File: src/rtl/core/lesf_ram.sv
module lesf_ram #(
    parameter int WIDTH = 8,
    parameter int DEPTH = 16
) (
    input  logic                     i_clk,
    input  logic                     i_we,
    input  logic [$clog2(DEPTH)-1:0] i_waddr,
    input  logic [WIDTH-1:0]         i_wdata,
    input  logic                     i_re,
    input  logic [$clog2(DEPTH)-1:0] i_raddr,
    output logic [WIDTH-1:0]         o_rdata
);

    logic [WIDTH-1:0] r_mem [DEPTH];
    logic [WIDTH-1:0] r_rdata;

    // Single write port, registered read port (old data on collision)
    always_ff @(posedge i_clk) begin
        if (i_we) begin
            r_mem[i_waddr] <= i_wdata;
        end
        if (i_re) begin
            r_rdata <= r_mem[i_raddr];
        end
    end

    assign o_rdata = r_rdata;

endmodule

File: config.mk
export PLATFORM = sky130hd
export DESIGN_NAME = lesf_ram
export DESIGN_NICKNAME = d
export VERILOG_FILES = /design/src/rtl/core/lesf_ram.sv
export SDC_FILE = /design/constraint.sdc
export NUM_CORES = 1
export LEC_CHECK = 0
export ABC_AREA = 1
export BUFFER_PORTS_ARGS = -buffer_cell sky130_fd_sc_hd__buf_2
export CORE_MARGIN = 8
export CORE_UTILIZATION = 42
export DETAILED_ROUTE_END_ITERATION = 8
export SLEW_MARGIN = 40
export SYNTH_ARGS = -nofsm -noshare
export SYNTH_HDL_FRONTEND = slang
export SYNTH_SLANG_ARGS = --single-unit
File: constraint.sdc
create_clock -name i_clk -period 3 [get_ports i_clk]
set_clock_uncertainty 0.05 [all_clocks]
set_input_delay 0.6 -clock i_clk [delete_from_list [all_inputs] [get_ports i_clk]]
set_output_delay 0.6 -clock i_clk [all_outputs]
set_load 0.05 [all_outputs]
==> Yosys cells after proc, flatten, opt, wreduce, memory -nomap -nowiden <==
Memories as Yosys holds them, arrays and structs flattened. A register that Yosys moved wholly into a read port is not among the register bits.
Cells that the tools add are included.
{ "op_classes": {"mux": 2} }
{ "ops": {"columns": ["operator", "count"], "rows": [
  ["1-bit two-way mux", 2]
]} }
{ "totals": {"ff_bits": 0, "mem_bits_rw": 128, "in_bits": 19, "out_inout_bits": 8, "elab_cells": 3, "memories": 1} }
{ "memory_table": {"columns": ["name", "depth", "width", "read_ports", "rd_clocked_by_memory_dff", "write_ports", "line_no", "text"], "rows": [
  ["r_mem", 16, 8, 1, 1, 1, "14", "logic [WIDTH-1:0] r_mem [DEPTH];"]
]} }

==> Longest topological paths before layout <==
{ "depth": {"ltp_word": 2, "depth_mapped": 8, "ltp_nobuf": 7} }

==> Least setup slack after synthesis <==
OpenSTA, ideal clock, no wires.
{ "synth_timing": {"path_type": "input port to flip-flop", "startpoint": "in i_waddr[2]", "endpoint": "mem r_mem[10][0], enable pin", "setup_ps": 370, "arrival_ps": 1181, "required_ps": 2580, "slack_ps": 1399, "path_stages": 2, "n_path_buf": 0, "cell_sequence": "nand3b_1 > nor2_1"} }
{ "synth_rtl": {"columns": ["element", "line_no", "text"], "rows": [
  ["start: declaration", "7", "input logic [$clog2(DEPTH)-1:0] i_waddr,"],
  ["end: declaration", "14", null]
]} }
Straight into the memory's write port.

==> qor.yml <==
grt_util_met2_pct: 23.7
worstSkewPairLatency_ns: 0.41
num_antenna_cells: 0
busiest_layer: "met2"
path_max_fanout: 33
fin_crit_sh_pct: 69.8
final_area_sq_mm: 0.00662
hold_path.class: "input port to flip-flop"
cts_resized: 0
io_buffer_count: 26
endpoint_kind: "flip-flop"
fmax_mhz: 478
maxSlewHeadroom_pct: 45.6
final_layout_size_suffix_gt1_share_pct: 9.90
grt_usage_pct: 15.2
grt_pass1_wl_um: 20300
clockRootBuffer: "clkbuf_16"
synth_area_per_cell_sq_um: 10.6
crit_required_ns: 3.11
syn_nets: 570
fin_crit_ns: 2.09
clk_pin_slew_worst_paths_ns: 0.06
postCtsSetupRepairBufs: 0
critPathLaunchType: "input port"
antenna_found_initial: 0
via_per_inst: 4.91
setup_tns_ns: 0
nets: 594
wl_per_cell_um: 16.9
power_mw: 4.36
syn_area_sq_mm: 0.00585
num_io_pins: 27
post_dp_cell_area_sq_mm: 0.00607
synth-seq-cells: 136
grt_use_met3_pct: 3.37
ys_seq_area_share_pct: 69.8
yosysWarnings: 0
initial_core_util_pct: 42.6
setup_viol: 0
finish.utilization_pct: 48.2
netlist_top_cells_area: "edfxtp_1 (70%), nand2_1 (11%), nand3_1 (8.3%)"
drv_cap: 0
die_w_um: 134
die_h_um: 134
hpwl_um: 7980
drc_errors: 0
cts_buffer_depth: 2
tightest_slew_ns: 0.813
grt_max_degree: 65
grt_util_met1_pct: 19.9
vias: 3764
syn2layout_area_growth_pct: 13.2
peakVddDrop_mv: 0.493
netlist_instances: 551
htree_num_levels: 4
synth_top_cell_area_share_pct: 69.8
nFillCells: 1222
dieArea_sq_mm: 0.0180
first_pass_iters: 5
leakage_nw: 2.81
numCtsBuffers: 17
synthDistinctLibCells: 11
gp_congestion: 0.850
crit_type: "input port to flip-flop"
rsz0062_at_grt: "false"
slew_violations: 0
rows: 43
hold_viol_final: 0
hold_buffers: 0
outcome: "finished clean"
grt_overflow: 0
drt_wl_total_um: 12900
cts.sinks: 136
tritoncts: "built"
cp.arrival_ns: 2.21
coreArea_sq_mm: 0.0137
powerDensity_mw_per_mm2: 659
drt_iter0_drc: 371
synth.largest_area_cell: "edfxtp_1"
grt_pass1_vias: 3601
drtAntennaViolNets: 0
==> metal layers <==
metal / wire length, um / part of all wire [%]
met5: 0 / 0
met4: 244 / 1.9
met2: 6210 / 48
met1: 5630 / 44
met3: 854 / 6.6
==> critical path, stage by stage <==
cell and delay, ns:
buf_2 0.53, inv_2 0.46, nand3_1 0.20, nand3_1 0.13, nand3_1 0.19, nand2_1 0.07
==> synth_stat cells <==
| cell | instances |
|---|---|
| nand3_1 | 97 |
| buf_1 | 1 |
| buf_4 | 4 |
| inv_1 | 100 |
| nand3b_1 | 2 |
| buf_6 | 6 |
| nand2_1 | 173 |
| inv_2 | 2 |
| edfxtp_1 | 136 |
| nor2_1 | 17 |
| buf_2 | 13 |
==> registers in the layout, indices dropped and copies added, names as in the netlist <==
| signal | flops |
|---|---|
| o_rdata | 8 |
| r_mem | 128 |
==> final timing paths <==
path              slack (ns)          from    endpoint  cells after the start
hold reg to reg         0.70  r_mem[12][2]  o_rdata[2]                      6
hold / removal          0.50          i_re  o_rdata[2]                      1
setup / recovery        0.91    i_raddr[1]  o_rdata[7]                      6
setup reg to reg        1.71   r_mem[1][7]  o_rdata[7]                      6
==> cell type report <==
class                   count  area [sq um]  share of cell area (%)
clock buffers              20           437                    6.60
clock inverters            10           106                    1.61
inverters                 102           383                    5.78
multi-input cells         289          1220                    18.4
flip-flops and latches    136          4080                    61.7
well taps                 180           225                    3.40
repair buffers             29           165                    2.50
==> power by group <==
part           total (mW)  switching, mW  leakage [nW]  internal (mW)
clock network        1.93          0.725         0.261           1.20
registers            2.15         0.0122          1.24           2.14
logic               0.278          0.211          1.31         0.0674
==> stage by stage <==
| stage | std cells | hold WS (ns) | setup WS (ns) |
|---|---|---|---|
| 4_1_cts | 766 | 0.484 | 0.955 |
| 6_report | 766 | 0.503 | 0.906 |
| 5_1_grt | 766 | 0.492 | 0.793 |
| 2_1_floorplan | 551 | 0.633 | 1.40 |
| 3_5_place_dp | 736 | 0.686 | 0.508 |
| 3_3_place_gp | 736 | 0.678 | 0.555 |
==> cell usage in the layout (no fill, tap or decap) <==
cell	instances
clkinv_4	1
inv_2	2
buf_12	1
buf_2	26
nand3b_1	2
buf_4	2
edfxtp_1	136
nand2_1	173
clkbuf_16	17
inv_1	100
nand3_1	97
nor2_2	2
clkbuf_1	3
nor2_1	15
clkinv_1	2
clkinvlp_4	2
clkinv_2	3
bufinv_16	2
==> cell families (layout without fill, tap and decap cells) <==
family	Yosys count	count (layout)	share of synthesized area, %
DFF	136	136	69.8
buffers and inverters	126	161	9.39
and+or+nand+nor	289	289	20.8
Note: power is estimated with default switching activity, not from simulation.
